### src/rtl/core/mewb_pkg.sv
// shared types, constants and character functions of the encoded word encoder
`timescale 1ns / 1ps

package mewb_pkg;

  localparam int unsigned ByteW   = 8;
  localparam int unsigned CharW   = 7;
  localparam int unsigned SextW   = 6;
  localparam int unsigned PfxIdxW = 4;

  localparam logic [PfxIdxW-1:0] PfxLastIdx = 4'd15;

  localparam logic [CharW-1:0] ChEq = 7'h3D;
  localparam logic [CharW-1:0] ChQm = 7'h3F;

  localparam logic [SextW-1:0] SextUpperMax = 6'h19;
  localparam logic [SextW-1:0] SextLowerMax = 6'h33;
  localparam logic [SextW-1:0] SextDigitMax = 6'h3D;
  localparam logic [SextW-1:0] SextPlus     = 6'h3E;

  // one classified item: what the back end has to emit
  typedef struct packed {
    logic             prefix;
    logic             c0_vld;
    logic [SextW-1:0] s0;
    logic             c1_vld;
    logic [SextW-1:0] s1;
    logic [1:0]       pad;
    logic             term;
  } job_t;

  function automatic logic [CharW-1:0] sextet_char(input logic [SextW-1:0] v);
    logic [CharW-1:0] vv;
    vv = {1'b0, v};
    if (v <= SextUpperMax) begin
      return 7'h41 + vv;
    end else if (v <= SextLowerMax) begin
      return 7'h47 + vv;
    end else if (v <= SextDigitMax) begin
      return vv - 7'd4;
    end else if (v == SextPlus) begin
      return 7'h2B;
    end
    return 7'h2F;
  endfunction

  // "=?ISO-2022-JP?B?"
  function automatic logic [CharW-1:0] prefix_char(input logic [PfxIdxW-1:0] idx);
    logic [CharW-1:0] ch;
    case (idx)
      4'd0:    ch = 7'h3D;
      4'd1:    ch = 7'h3F;
      4'd2:    ch = 7'h49;
      4'd3:    ch = 7'h53;
      4'd4:    ch = 7'h4F;
      4'd5:    ch = 7'h2D;
      4'd6:    ch = 7'h32;
      4'd7:    ch = 7'h30;
      4'd8:    ch = 7'h32;
      4'd9:    ch = 7'h32;
      4'd10:   ch = 7'h2D;
      4'd11:   ch = 7'h4A;
      4'd12:   ch = 7'h50;
      4'd13:   ch = 7'h3F;
      4'd14:   ch = 7'h42;
      default: ch = 7'h3F;
    endcase
    return ch;
  endfunction

endpackage

### src/rtl/core/mewb_if.sv
// valid/ready channel interfaces for source beats and encoded characters
`timescale 1ns / 1ps

interface mewb_in_if;
  import mewb_pkg::*;
  logic             valid;
  logic             ready;
  logic [ByteW-1:0] data_byte;
  logic             terminator;

  modport source (output valid, output data_byte, output terminator, input ready);
  modport sink   (input valid, input data_byte, input terminator, output ready);
endinterface

interface mewb_out_if;
  import mewb_pkg::*;
  logic             valid;
  logic             ready;
  logic [CharW-1:0] out_char;
  logic             last_of_run;
  logic             word_done;

  modport source (output valid, output out_char, output last_of_run, output word_done,
                  input ready);
  modport sink   (input valid, input out_char, input last_of_run, input word_done,
                  output ready);
endinterface

### src/rtl/core/mewb_front.sv
// front end: takes source beats, tracks group phase and leftover bits, builds jobs
`timescale 1ns / 1ps

module mewb_front (
  input  logic                  clk_i,
  input  logic                  rst_ni,
  mewb_in_if.sink               in_i,
  input  logic                  full_i,
  output logic                  push_o,
  output mewb_pkg::job_t        job_o
);
  import mewb_pkg::*;

  logic [1:0] phase_q, phase_d;
  logic [3:0] left_q, left_d;
  logic       pfx_q, pfx_d;
  logic [1:0] phase;
  logic [ByteW-1:0] b;

  assign in_i.ready = !full_i;
  assign push_o     = in_i.valid && !full_i;
  assign b          = in_i.data_byte;
  // phase three never occurs, fold it onto zero
  assign phase      = (phase_q == 2'd3) ? 2'd0 : phase_q;

  always_comb begin
    job_o        = '0;
    job_o.prefix = !pfx_q;
    phase_d      = phase;
    left_d       = left_q;
    pfx_d        = 1'b1;
    if (in_i.terminator) begin
      job_o.term = 1'b1;
      phase_d    = 2'd0;
      left_d     = 4'd0;
      pfx_d      = 1'b0;
      case (phase)
        2'd1: begin
          job_o.c0_vld = 1'b1;
          job_o.s0     = {left_q[1:0], 4'b0000};
          job_o.pad    = 2'd2;
        end
        2'd2: begin
          job_o.c0_vld = 1'b1;
          job_o.s0     = {left_q, 2'b00};
          job_o.pad    = 2'd1;
        end
        default: begin
          job_o.pad = 2'd0;
        end
      endcase
    end else begin
      job_o.c0_vld = 1'b1;
      case (phase)
        2'd1: begin
          job_o.s0 = {left_q[1:0], b[7:4]};
          left_d   = b[3:0];
          phase_d  = 2'd2;
        end
        2'd2: begin
          job_o.s0     = {left_q, b[7:6]};
          job_o.c1_vld = 1'b1;
          job_o.s1     = b[5:0];
          left_d       = 4'd0;
          phase_d      = 2'd0;
        end
        default: begin
          job_o.s0 = b[7:2];
          left_d   = {2'b00, b[1:0]};
          phase_d  = 2'd1;
        end
      endcase
    end
  end

  always_ff @(posedge clk_i or negedge rst_ni) begin
    if (!rst_ni) begin
      phase_q <= 2'd0;
      left_q  <= 4'd0;
      pfx_q   <= 1'b0;
    end else if (push_o) begin
      phase_q <= phase_d;
      left_q  <= left_d;
      pfx_q   <= pfx_d;
    end
  end

endmodule

### src/rtl/core/mewb_fifo.sv
// small register queue of jobs between front and back end
`timescale 1ns / 1ps

module mewb_fifo #(
  parameter int unsigned Depth = 2
) (
  input  logic           clk_i,
  input  logic           rst_ni,
  input  logic           push_i,
  input  mewb_pkg::job_t wdata_i,
  input  logic           pop_i,
  output mewb_pkg::job_t rdata_o,
  output logic           full_o,
  output logic           empty_o
);
  import mewb_pkg::*;

  localparam int unsigned PtrW = (Depth > 1) ? $clog2(Depth) : 1;
  localparam int unsigned CntW = $clog2(Depth + 1);
  localparam logic [PtrW-1:0] PtrLast = PtrW'(Depth - 1);
  localparam logic [CntW-1:0] CntFull = CntW'(Depth);

  job_t            mem_q [Depth];
  logic [PtrW-1:0] wr_ptr_q, rd_ptr_q;
  logic [CntW-1:0] cnt_q;

  assign rdata_o = mem_q[rd_ptr_q];
  assign full_o  = (cnt_q == CntFull);
  assign empty_o = (cnt_q == '0);

  always_ff @(posedge clk_i) begin
    if (push_i) begin
      mem_q[wr_ptr_q] <= wdata_i;
    end
  end

  always_ff @(posedge clk_i or negedge rst_ni) begin
    if (!rst_ni) begin
      wr_ptr_q <= '0;
      rd_ptr_q <= '0;
      cnt_q    <= '0;
    end else begin
      if (push_i) begin
        wr_ptr_q <= (wr_ptr_q == PtrLast) ? '0 : wr_ptr_q + 1'b1;
      end
      if (pop_i) begin
        rd_ptr_q <= (rd_ptr_q == PtrLast) ? '0 : rd_ptr_q + 1'b1;
      end
      if (push_i && !pop_i) begin
        cnt_q <= cnt_q + 1'b1;
      end else if (pop_i && !push_i) begin
        cnt_q <= cnt_q - 1'b1;
      end
    end
  end

endmodule

### src/rtl/core/mewb_back.sv
// back end: walks each job one character per cycle into the output register while the output is not stalled
`timescale 1ns / 1ps

module mewb_back (
  input  logic           clk_i,
  input  logic           rst_ni,
  input  mewb_pkg::job_t job_i,
  input  logic           empty_i,
  output logic           pop_o,
  mewb_out_if.source     out_o
);
  import mewb_pkg::*;

  typedef enum logic [6:0] {
    ST_START  = 7'b0000001,
    ST_PREFIX = 7'b0000010,
    ST_C0     = 7'b0000100,
    ST_C1     = 7'b0001000,
    ST_PAD    = 7'b0010000,
    ST_QM     = 7'b0100000,
    ST_EQ     = 7'b1000000
  } step_e;

  step_e              st_q, st_d, cur;
  logic [PfxIdxW-1:0] cnt_q, cnt_d, cur_cnt;
  logic               oval_q;
  logic [CharW-1:0]   char_q, ch;
  logic               last_q, done_q, last, done;
  logic               adv, fire;

  assign adv   = !oval_q || out_o.ready;
  assign fire  = adv && !empty_i;
  assign pop_o = fire && last;

  always_comb begin
    if (st_q == ST_START) begin
      cur_cnt = '0;
      if (job_i.prefix) begin
        cur = ST_PREFIX;
      end else if (job_i.c0_vld) begin
        cur = ST_C0;
      end else begin
        cur = ST_QM;
      end
    end else begin
      cur     = st_q;
      cur_cnt = cnt_q;
    end
  end

  always_comb begin
    ch    = ChQm;
    last  = 1'b0;
    done  = 1'b0;
    st_d  = cur;
    cnt_d = '0;
    case (cur)
      ST_PREFIX: begin
        ch = prefix_char(cur_cnt);
        if (cur_cnt == PfxLastIdx) begin
          st_d = job_i.c0_vld ? ST_C0 : ST_QM;
        end else begin
          cnt_d = cur_cnt + 1'b1;
        end
      end
      ST_C0: begin
        ch = sextet_char(job_i.s0);
        if (job_i.c1_vld) begin
          st_d = ST_C1;
        end else if (job_i.pad != 2'd0) begin
          st_d = ST_PAD;
        end else if (job_i.term) begin
          st_d = ST_QM;
        end else begin
          last = 1'b1;
        end
      end
      ST_C1: begin
        ch   = sextet_char(job_i.s1);
        last = 1'b1;
      end
      ST_PAD: begin
        ch = ChEq;
        if (cur_cnt[1:0] + 2'd1 == job_i.pad) begin
          st_d = ST_QM;
        end else begin
          cnt_d = cur_cnt + 1'b1;
        end
      end
      ST_QM: begin
        ch   = ChQm;
        st_d = ST_EQ;
      end
      ST_EQ: begin
        ch   = ChEq;
        last = 1'b1;
        done = 1'b1;
      end
      default: begin
        last = 1'b1;
      end
    endcase
    if (last) begin
      st_d = ST_START;
    end
  end

  always_ff @(posedge clk_i or negedge rst_ni) begin
    if (!rst_ni) begin
      st_q   <= ST_START;
      cnt_q  <= '0;
      oval_q <= 1'b0;
    end else if (adv) begin
      oval_q <= fire;
      if (fire) begin
        st_q  <= st_d;
        cnt_q <= cnt_d;
      end
    end
  end

  always_ff @(posedge clk_i) begin
    if (fire) begin
      char_q <= ch;
      last_q <= last;
      done_q <= done;
    end
  end

  assign out_o.valid       = oval_q;
  assign out_o.out_char    = char_q;
  assign out_o.last_of_run = last_q;
  assign out_o.word_done   = done_q;

endmodule

### src/rtl/core/mime_encoded_word_base64_core.sv
// top level of the base64 encoded word encoder
// channel | dir | beat                              | accepted when
// in_i    | in  | data_byte, terminator             | valid && ready
// out_o   | out | out_char, last_of_run, word_done  | valid && ready
// a source beat is taken every cycle while the job queue has room.
// the back end emits one character per cycle while the output is not stalled and the
// queue is not empty; the rate is set by the single output character port.
// a beat's job is registered in the queue, then its characters in the output register.
// reset clears phase, leftover bits, prefix flag, queue count, step state and output valid.
// output stalls hold the character register and back up through the queue.
`timescale 1ns / 1ps

module mime_encoded_word_base64_core #(
  parameter int unsigned QueueDepth = 2
) (
  input  logic   clk_i,
  input  logic   rst_ni,
  mewb_in_if.sink    in_i,
  mewb_out_if.source out_o
);
  import mewb_pkg::*;

  job_t push_job, head_job;
  logic push, pop, full, empty;

  mewb_front u_front (
    .clk_i  (clk_i),
    .rst_ni (rst_ni),
    .in_i   (in_i),
    .full_i (full),
    .push_o (push),
    .job_o  (push_job)
  );

  mewb_fifo #(
    .Depth (QueueDepth)
  ) u_fifo (
    .clk_i   (clk_i),
    .rst_ni  (rst_ni),
    .push_i  (push),
    .wdata_i (push_job),
    .pop_i   (pop),
    .rdata_o (head_job),
    .full_o  (full),
    .empty_o (empty)
  );

  mewb_back u_back (
    .clk_i   (clk_i),
    .rst_ni  (rst_ni),
    .job_i   (head_job),
    .empty_i (empty),
    .pop_o   (pop),
    .out_o   (out_o)
  );

endmodule

### src/flat_wrapper.sv
// flat-port wrapper written by rule: the top's interface ports become plain ports
module mime_encoded_word_base64_core_flat import mewb_pkg::*;
#(
  parameter int unsigned QueueDepth = 2
)
  (clk_i, rst_ni, in_i_valid, in_i_data_byte, in_i_terminator, in_i_ready, out_o_valid, out_o_out_char, out_o_last_of_run, out_o_word_done, out_o_ready);
  mewb_in_if in_i_i ();
  mewb_out_if out_o_i ();
  input  logic clk_i;
  input  logic rst_ni;
  input wire logic [$bits(in_i_i.valid)-1:0] in_i_valid;
  input wire logic [$bits(in_i_i.data_byte)-1:0] in_i_data_byte;
  input wire logic [$bits(in_i_i.terminator)-1:0] in_i_terminator;
  output wire logic [$bits(in_i_i.ready)-1:0] in_i_ready;
  output wire logic [$bits(out_o_i.valid)-1:0] out_o_valid;
  output wire logic [$bits(out_o_i.out_char)-1:0] out_o_out_char;
  output wire logic [$bits(out_o_i.last_of_run)-1:0] out_o_last_of_run;
  output wire logic [$bits(out_o_i.word_done)-1:0] out_o_word_done;
  input wire logic [$bits(out_o_i.ready)-1:0] out_o_ready;
  assign in_i_i.valid = in_i_valid;
  assign in_i_i.data_byte = in_i_data_byte;
  assign in_i_i.terminator = in_i_terminator;
  assign in_i_ready = in_i_i.ready;
  assign out_o_valid = out_o_i.valid;
  assign out_o_out_char = out_o_i.out_char;
  assign out_o_last_of_run = out_o_i.last_of_run;
  assign out_o_word_done = out_o_i.word_done;
  assign out_o_i.ready = out_o_ready;
  mime_encoded_word_base64_core #(.QueueDepth(QueueDepth)) u_core (.clk_i(clk_i), .rst_ni(rst_ni), .in_i(in_i_i), .out_o(out_o_i));
endmodule
### config.mk
export PLATFORM = sky130hd
export DESIGN_NAME = mime_encoded_word_base64_core_flat
export DESIGN_NICKNAME = d
export VERILOG_FILES = /design/src/rtl/core/mewb_pkg.sv /design/src/rtl/core/mewb_if.sv /design/src/rtl/core/mewb_front.sv /design/src/rtl/core/mewb_fifo.sv /design/src/rtl/core/mewb_back.sv /design/src/rtl/core/mime_encoded_word_base64_core.sv /design/src/flat_wrapper.sv
export SDC_FILE = /design/constraint.sdc
export NUM_CORES = 1
export LEC_CHECK = 0
export BUFFER_PORTS_ARGS = -buffer_cell sky130_fd_sc_hd__buf_2
export CORE_UTILIZATION = 25
export CTS_CLUSTER_SIZE = 8
export DETAILED_ROUTE_END_ITERATION = 16
export GPL_TIMING_DRIVEN = 0
export PLACE_DENSITY = 0.37
export SLEW_MARGIN = 20
export SYNTH_ARGS = -nofsm -noshare
export SYNTH_HDL_FRONTEND = slang
export SYNTH_SLANG_ARGS = --single-unit
### constraint.sdc
create_clock -name clk_i -period 6.2 [get_ports clk_i]
set_clock_uncertainty 0.1 [all_clocks]
set_input_delay 0.62 -clock clk_i [delete_from_list [all_inputs] [get_ports clk_i]]
set_output_delay 0.62 -clock clk_i [all_outputs]
set_load 0.02 [all_outputs]
* Word level (Yosys, flattened, before mapping)
Memories as Yosys holds them, arrays and structs flattened.
Index checks and enable logic that the tools add are counted.
** Cells by class
- Add/subtract/negate cells :: 12
- Multiplexer cells :: 59
- Equality and inequality tests :: 15
- Magnitude comparators :: 6
- Reduce and logical (&&, ||, !) cells :: 18
** Operators by type and width (number)
- $mux W7 :: 20
- $pmux W7 S4 :: 2
- $add A7 B6 Y7 const A :: 4
- $le A6 B6 Y1 const B :: 4
- $mux W1 :: 19
- $mux W4 :: 4
- $pmux W4 S2 :: 2
- $pmux W7 S2 :: 1
- $sub A6 B3 Y7 const B :: 2
- $eq A6 B6 Y1 const B :: 2
- $le A6 B5 Y1 const B :: 2
- $mux W6 :: 2
- $pmux W6 S2 :: 1
- $mux W2 :: 4
- $pmux W2 S2 :: 2
- $eq A7 B1 Y1 const B :: 1
- $eq A7 B2 Y1 const B :: 1
- $eq A7 B3 Y1 const B :: 1
- $eq A7 B4 Y1 const B :: 1
- $eq A7 B5 Y1 const B :: 1
- $eq A7 B6 Y1 const B :: 1
- $eq A7 B7 Y1 const B :: 1
- $eq A2 B2 Y1 const B :: 3
- $logic_not A1 Y1 :: 6
- other kinds (16) :: 23
** Storage, ports and cells
- Memory bits (read-only) :: 112
- Output and inout bits :: 11
- Flip-flop bits (word level) :: 32
- Word-level logic and storage cells :: 124
- Input port bits :: 13
- Memories :: 2
- Memory bits (writable) :: 36
** Memories
- (no name shown) :: depth 16, width 7, rd ports 1, clocked after memory_dff 0, wr ports 0, RTL line mewb_pkg.sv:50 : case (idx)
- u_core.u_fifo.mem_q :: depth 2, width 18, rd ports 1, clocked after memory_dff 0, wr ports 1, RTL line mewb_fifo.sv:23 : job_t mem_q [Depth];

* Depth between registers and ports, before layout
Gate-level depths: netlist (run 1).
An unclocked memory read counts as a cell.
- Word-level depth :: 11
- Mapped depth :: 13
- Mapped depth without buffers :: 10

* Modules after synthesis
A second synthesis (run 1) with hierarchy kept.
** Unflattened totals
- Cells, all modules :: 442
- Area total of the unflattened synthesis :: 4574.4 um^2
** Modules (own cells, without submodules)
- mewb_back :: sequential area each 571.8 um^2, cells an instance 307, area an instance 2468.6 um^2, instances 1
- mewb_fifo :: sequential area each 1181.1 um^2, cells an instance 72, area an instance 1535.2 um^2, instances 1
- mewb_front :: sequential area each 175.2 um^2, cells an instance 63, area an instance 570.5 um^2, instances 1

* Least setup slack after synthesis (run 1)
Ideal clock, no wire load.
- Kind :: reg-to-reg
- Start point :: register u_core.u_fifo.rd_ptr_q
- End point :: register u_core.u_back.char_q[2] (netlist: u_core.u_back.out_o.out_char[2]), data pin
- Path slack :: 2.948 ns
- Data arrival time :: 2.891 ns
- Setup time :: 0.261 ns
- Data required time :: 5.839 ns
- Period minus slack after synthesis :: 3.252 ns
- Cell stages (with the launch flop) :: 13
- Buffers on the path :: 3
- Path through :: dfrtp_1 -> buf_2 -> buf_2 -> buf_2 -> mux2i_1 -> inv_1 -> ha_1 -> a21oi_1 -> a21boi_1 -> mux2_2 -> a21oi_1 -> o32a_1 -> nand3_1
** Between the ends
- Cells in the longest elaborated chain, start to end :: 9
- Elaborated cells between the ends (all ways) :: 43
- Those cells by class :: add/sub: 6; order compare: 6; eq/ne: 7; mux: 22; reduce/logical: 1; memory: 1
** RTL lines
- start: declaration :: RTL line mewb_fifo.sv:24 : logic [PtrW-1:0] wr_ptr_q, rd_ptr_q;
- start signal: assignment :: RTL line mewb_fifo.sv:47 : rd_ptr_q <= (rd_ptr_q == PtrLast) ? '0 : rd_ptr_q + 1'b1;
- $mem_v2 Z2 W18 *
- parallel branches: the longest is 7 deep, another holds $le A6 B6 Y1
- $pmux W7 S4 * :: RTL line mewb_back.sv:57 : case (cur)
- net u_core.u_back.ch[2] :: RTL line mewb_back.sv:27 : logic [CharW-1:0] char_q, ch;
- end signal: assignment :: RTL line mewb_back.sv:124 : char_q <= ch;
- end: declaration :: RTL line mewb_back.sv:27
Mark *: on every way through the listed nets, which the timed path passes. The select of a mux whose other input is x is not followed.
A chain may end at the register's enable or synchronous reset.

* Final worst setup path (run 1)
Same ends and word-level chain as after synthesis.

==> results.ini, run 1 <==
[job]
drv_cap=0

[synthesis]
synth_edf_count=45
synth-async-reset-ratio_pct=33.8
synth_largest_area_cell=edfxtp_1
synth_warnings=0
syn_avg_cell_area_um2=9.97
yosys.area.top_type_share_pct=29.9
ys_types=68
synth_area_um2=4520
ys_seq_area_share_pct=42.6
ys_top_cells_by_area=edfxtp_1 (30%), dfrtp_1 (12%), ha_1 (7.5%)
ys_ff_latch=68
synthTopCellsByCount=edfxtp_1 (45), nand2_1 (33), a21oi_1 (30), nor2_1 (30), o21ai_0 (28)
synth_nets=494
syn_inst=454
ys.flop_type=edfxtp_1
post-synth-top-count-cell=edfxtp_1

[worst_setup_path]
worst_ep_arrival_time_ns=4.03
end_kind=register
cp_slowest_stage_delay_ns=0.54
worstSetupStartpointType=register
slowest_stage=a21boi_1
cp_max_fo=10
cp_common_cell=buf_2
cp.required_ns=6.17
path_class=register to register
worstPathCellList=buf_2 > buf_2 > buf_2 > mux2i_1 > inv_1 > ha_1 > a21oi_1 > a21boi_1 > mux2_2 > a21oi_1 > o32a_1 > nand3_1

[placement]
dp_hpwl_um=9380
gp_congestion=0.771
portBuffers=23
dpl_worst_slack_ns=2.09
dp_cells=703

[clock_network]
cts_resized=0
cts_hold_repair.buffers=0
post_cts_buffers=0
clockRootBuffer=clkbuf_16
clock_sink_count=68
cts.clk_slew.worst_paths_ns=0.06
cts_tree=built
insertion_delay_ns=0.33
cts_buffers=9
clockBufferDepth=2
htreeDepth=3

[routing]
num_vias=3547
drtIter0Drc=198
routed_wl_um=12200
post_drt_wl_per_cell_um=17.0
via_per_inst=4.93
ant_nets=0
drc=0
dr.pass1.iters=4

[sta]
hold_viol_final=0
final-setup-viol-count=0
report.final.slew_viol_count=0
worst_pin_slew_ns=1.07
fmax_mhz=247
rsz0062_at_grt=false
max_slew_margin_pct=28.0
finalSetupTns_ns=0
finalCritPeriodShare_pct=65.4
setup_slack_ns=2.14
period_needed_ns=4.06

[layout]
diodes=0
layout-drive-gt1-share_pct=14.2
final_cells=719
nets=529
syn_to_final_growth_pct=16.6
fillers=1815

[die]
die-area_um2=18600
rows=48
die_w_um=137
initial_utilization_pct=25.9
pin_count=24
core_area_um2=17500
die_y_um=137

[pwr]
power_density_nw_per_um2=578
leakage_nw=2.02
ir_worst_vdd_v=0.000219

[grt]
grt.total_usage_pct=14.3
grt_pass1_vias=3542
antenna_found_initial=0
overflow=0
grt_pass1_wl_um=19900
grt_max_degree=24

[hold_path]
hold_class=primary input to asynchronous set/reset pin

[status]
status=finished, final reports clean

metal layers:
metal,vias to the layer above,track usage [%],wire length (um)
met5,-,0,0
met4,0,5.00,112
met3,8,2.96,407
met2,62,22.5,5630
met1,1708,19.4,6090
li1,1769,-,-
layout make-up:
type                    count  area (um2)  share of cell area [%]
multi-input cells         346        2420                    45.8
flip-flops and latches     68        1930                    36.5
well taps                 225         282                    5.33
clock buffers               9         225                    4.27
repair buffers             24         130                    2.47
plain buffers              23         119                    2.25
clock inverters             7         114                    2.16
inverters                  17        63.8                    1.21
metrics by stage:
| stage | hold WS (ns) | cell area, um2 | util, % | total power [mW] |
|---|---|---|---|---|
| 2_1_floorplan | 0.224 | 4520 | - | 2.00 |
| 3_3_place_gp | 0.373 | 4920 | 28.2 | 2.46 |
| 3_5_place_dp | 0.389 | 4940 | 28.3 | 2.48 |
| 4_1_cts | 0.193 | 5280 | 30.2 | 3.10 |
| 5_1_grt | 0.219 | 5280 | 30.2 | 3.31 |
| 6_report | 0.174 | 5280 | 30.2 | 3.05 |
where the power goes:
part	internal [mW]	total, mW	switching (mW)
logic	0.621	1.67	1.05
registers	0.700	0.787	0.0868
clock network	0.392	0.597	0.205
total	1.71	3.05	1.34
path summary, 6_finish.rpt:
path	from	to	slack [ns]	depth (start not counted)
min in group clk_i	u_core.u_front.pfx_q	u_core.u_front.pfx_q	0.39	2
worst max register to register	u_core.u_fifo.rd_ptr_q	u_core.u_back.out_o.out_char[2]	2.14	12
worst max-delay path	u_core.u_fifo.rd_ptr_q	u_core.u_back.out_o.out_char[2]	2.14	12
worst min register to register	u_core.u_front.pfx_q	u_core.u_front.pfx_q	0.39	2
max in group asynchronous	rst_ni	u_core.u_front.left_q[0]	5.44	1
worst min-delay path	rst_ni	u_core.u_back.cnt_q[1]	0.17	1
worst max-delay path: cells and delay by family, from the launching register on:
family	cells	cell delay [ns]
adder cells (fa/ha/maj)	1	0.28
multiplexers	2	0.85
buffers and inverters	4	0.91
flip-flops	1	0.32
AND/OR/NAND/NOR	1	0.08
AO/OA/AOI/OAI	4	1.26
cell usage in the layout (no fill, tap or decap), types with 8 or more instances in the layout:
cell type  instances
nor3_1            13
buf_2             31
inv_1             17
nor2_1            29
clkbuf_1           9
nand2_1           33
xnor2_1           10
nor2b_1           10
clkbuf_16          9
mux2i_1           16
edfxtp_1          45
o21ai_0           28
mux2_2             9
dfrtp_1           22
and2_1            12
a21oi_1           30
ha_1              27
nand3_1           11
nand3b_1           8
cells by family after synthesis:
family / share of synthesized area [%]
compound gates: 19.4
xor+xnor: 2.71
fa+ha+maj: 7.47
buf+inv: 4.04
flops: 42.6
mux: 5.78
simple gates: 18.0
sequential cells by signal, indices dropped and copies added (netlist names), 2 cells and up:
signal and flops:
u_core.u_back.cnt_q 4, u_core.u_back.out_o.out_char 7, u_core.u_back.st_q 7, u_core.u_fifo.cnt_q 2, u_core.u_fifo.mem_q 36, u_core.u_front.left_q 4
u_core.u_front.phase_q 2
Note: power is estimated with default switching activity, not from simulation.
==> run 2: changes to the inputs <==
clock period = 3.8 ns   (was 6.2 ns; I/O delays follow)
==> run 2 against run 1 <==
  * Sequential power up 64%
  * Combinational power up 67%
  * Sequential share of layout area down 0.42 points
  * Count of clock-buffer cells in the layout unchanged
  * Die area unchanged
  * Register-to-register slack worse by 1.9 ns
  * Highest routed layer unchanged
  * Largest power group unchanged
==> results.ini, run 2 (synthesis gave the netlist of run 1 again) <==
[pwr]
ir_worst_vdd_v=0.000357  ; +63%
leakage_nw=2.03  ; +0.26%
power_density_nw_per_um2=946  ; +64%

[worst_setup_path]
worstPathCellList=buf_2 > clkbuf_4 > buf_4 > mux2i_2 > inv_1 > ha_1 > a21oi_2 > a21boi_4 > mux2_2 > a21oi_1 > o32a_1 > nand3_1
slowest_stage=mux2i_2
critPathBufInv=4  ; unchanged
critical-path-top-delay-family=compound AO/OA/AOI/OAI gates
cp.required_ns=3.77  ; -2.40 ns
cp_max_fo=10  ; unchanged
end_kind=register
worstSetupStartpointType=register
worst_ep_arrival_time_ns=3.50  ; -0.53 ns
path_class=register to register
cp_slowest_stage_delay_ns=0.38  ; -0.16 ns

[layout]
regMostFlops=u_core.u_fifo.mem_q
multiInputGateArea_um2=2460  ; +1.9%
diodes=0  ; unchanged
final_area_um2=5340  ; +1.2%
final_cell_mix=edfxtp_1 (45), nand2_1 (33), nor2_1 (29), buf_2 (29), a21oi_1 (28)
nets=530  ; +0.19%
layout-drive-gt1-share_pct=15.8  ; +1.6 points
regArea_um2=1930  ; unchanged
fillers=1812  ; -0.17%
final_cells=720  ; +0.14%
final_common_cell=edfxtp_1
syn_to_final_growth_pct=18.0
largest_reg_flops=36  ; unchanged

[die]
die_y_um=137  ; unchanged
die_w_um=137  ; unchanged
core_area_um2=17500  ; unchanged
pin_count=24  ; unchanged
initial_utilization_pct=25.9  ; unchanged
rows=48  ; unchanged
die-area_um2=18600  ; unchanged

[sta]
whs_ns=0.157  ; -0.0165 ns
worst_pin_slew_ns=1.09  ; +0.0176 ns
max_slew_margin_pct=26.8  ; -1.2 points
finalSetupTns_ns=0  ; unchanged
hold_viol_final=0  ; unchanged
finalCritPeriodShare_pct=92.8  ; +27 points
fmax_mhz=283  ; +15%
final-setup-viol-count=0  ; unchanged
rsz0062_at_grt=false
setup_slack_ns=0.272  ; -1.87 ns
report.final.slew_viol_count=0  ; unchanged
period_needed_ns=3.53  ; -0.529 ns

[routing]
via_per_inst=4.94  ; +0.17%
num_vias=3558  ; +0.31%
drtIter0Drc=203  ; +2.5%
dr.pass1.iters=4  ; unchanged
drc=0  ; unchanged
ant_nets=0  ; unchanged
routed_wl_um=12300  ; +0.69%
post_drt_wl_per_cell_um=17.1  ; +0.55%

[grt]
overflow=0  ; unchanged
grt_pass1_wl_um=20000  ; +0.11%
grt_pass1_vias=3544  ; +0.056%
grt.total_usage_pct=14.4  ; about the same
grt_max_degree=24  ; unchanged
antenna_found_initial=0  ; unchanged

[placement]
dpl_cell_area_um2=4940  ; unchanged
gp_congestion=0.771  ; unchanged
dpl_worst_slack_ns=-0.305  ; -2.40 ns
dp_cells=703  ; unchanged
dp_hpwl_um=9380  ; unchanged
portBuffers=23  ; unchanged

[clock_network]
insertion_delay_ns=0.33  ; about the same
clock_sink_count=68  ; unchanged
cts_tree=built
cts.clk_slew.worst_paths_ns=0.06  ; about the same
cts_buffers=9  ; unchanged
htreeDepth=3  ; unchanged
clockBufferDepth=2  ; unchanged
clockRootBuffer=clkbuf_16

[job]
drv_cap=0  ; unchanged

[status]
status=finished, final reports clean

[hold_path]
hold_class=primary input to register

run 2: path summary, 6_finish.rpt:
check                                                  end  slack, ns  depth (start not counted)                    from
setup reg to reg           u_core.u_back.out_o.out_char[2]       0.27                         12  u_core.u_fifo.rd_ptr_q
max in group asynchronous         u_core.u_front.left_q[0]       2.74                          2                  rst_ni
hold reg to reg                       u_core.u_front.pfx_q       0.39                          2    u_core.u_front.pfx_q
hold / removal                   u_core.u_fifo.mem_q[1][0]       0.16                          1         in_i_terminator
setup / recovery           u_core.u_back.out_o.out_char[2]       0.27                         12  u_core.u_fifo.rd_ptr_q
min in group asynchronous           u_core.u_back.cnt_q[1]       0.48                          2                  rst_ni
run 2: power by group:
part	total (mW)	leakage [nW]	switching (mW)	internal [mW]
clock network	0.973	0.161	0.334	0.639
logic	2.79	1.15	1.73	1.05
registers	1.29	0.720	0.149	1.14
total	5.05	2.03	2.21	2.84
run 2: what timing repair did:
item / in CTS / in global routing
hold endpoints to repair: 22 / 0
endpoints found under the setup margin: 3 / 5
gates resized for setup: 4 / 10
setup buffers: 0 / 0
hold buffers: 1 / 0
run 2: per-stage QoR:
step	total power, mW	util [%]
floorplan	3.27	-
global placement	4.02	28.2
detailed placement	4.04	28.3
CTS	5.07	30.3
global route	5.46	30.5
finish	5.05	30.5
run 2: layer usage:
metal | track usage [%] | up-vias | share of wire [%]
met3 | 2.96 | 8 | 2.6
met4 | 5.00 | 0 | 0.91
met2 | 22.5 | 55 | 46
li1 | - | 1773 | -
met5 | 0 | - | 0
met1 | 19.5 | 1722 | 51
run 2: final cells by class:
class                      count  share of cell area (%)
clock inverter                 7                    2.13
buffer                        23                    2.32
inverter                      17                    1.20
clock buffer                   9                    4.22
sequential                    68                    36.1
tap                          225                    5.27
multi-input combinational    346                    46.1
timing repair buffer          25                    2.62
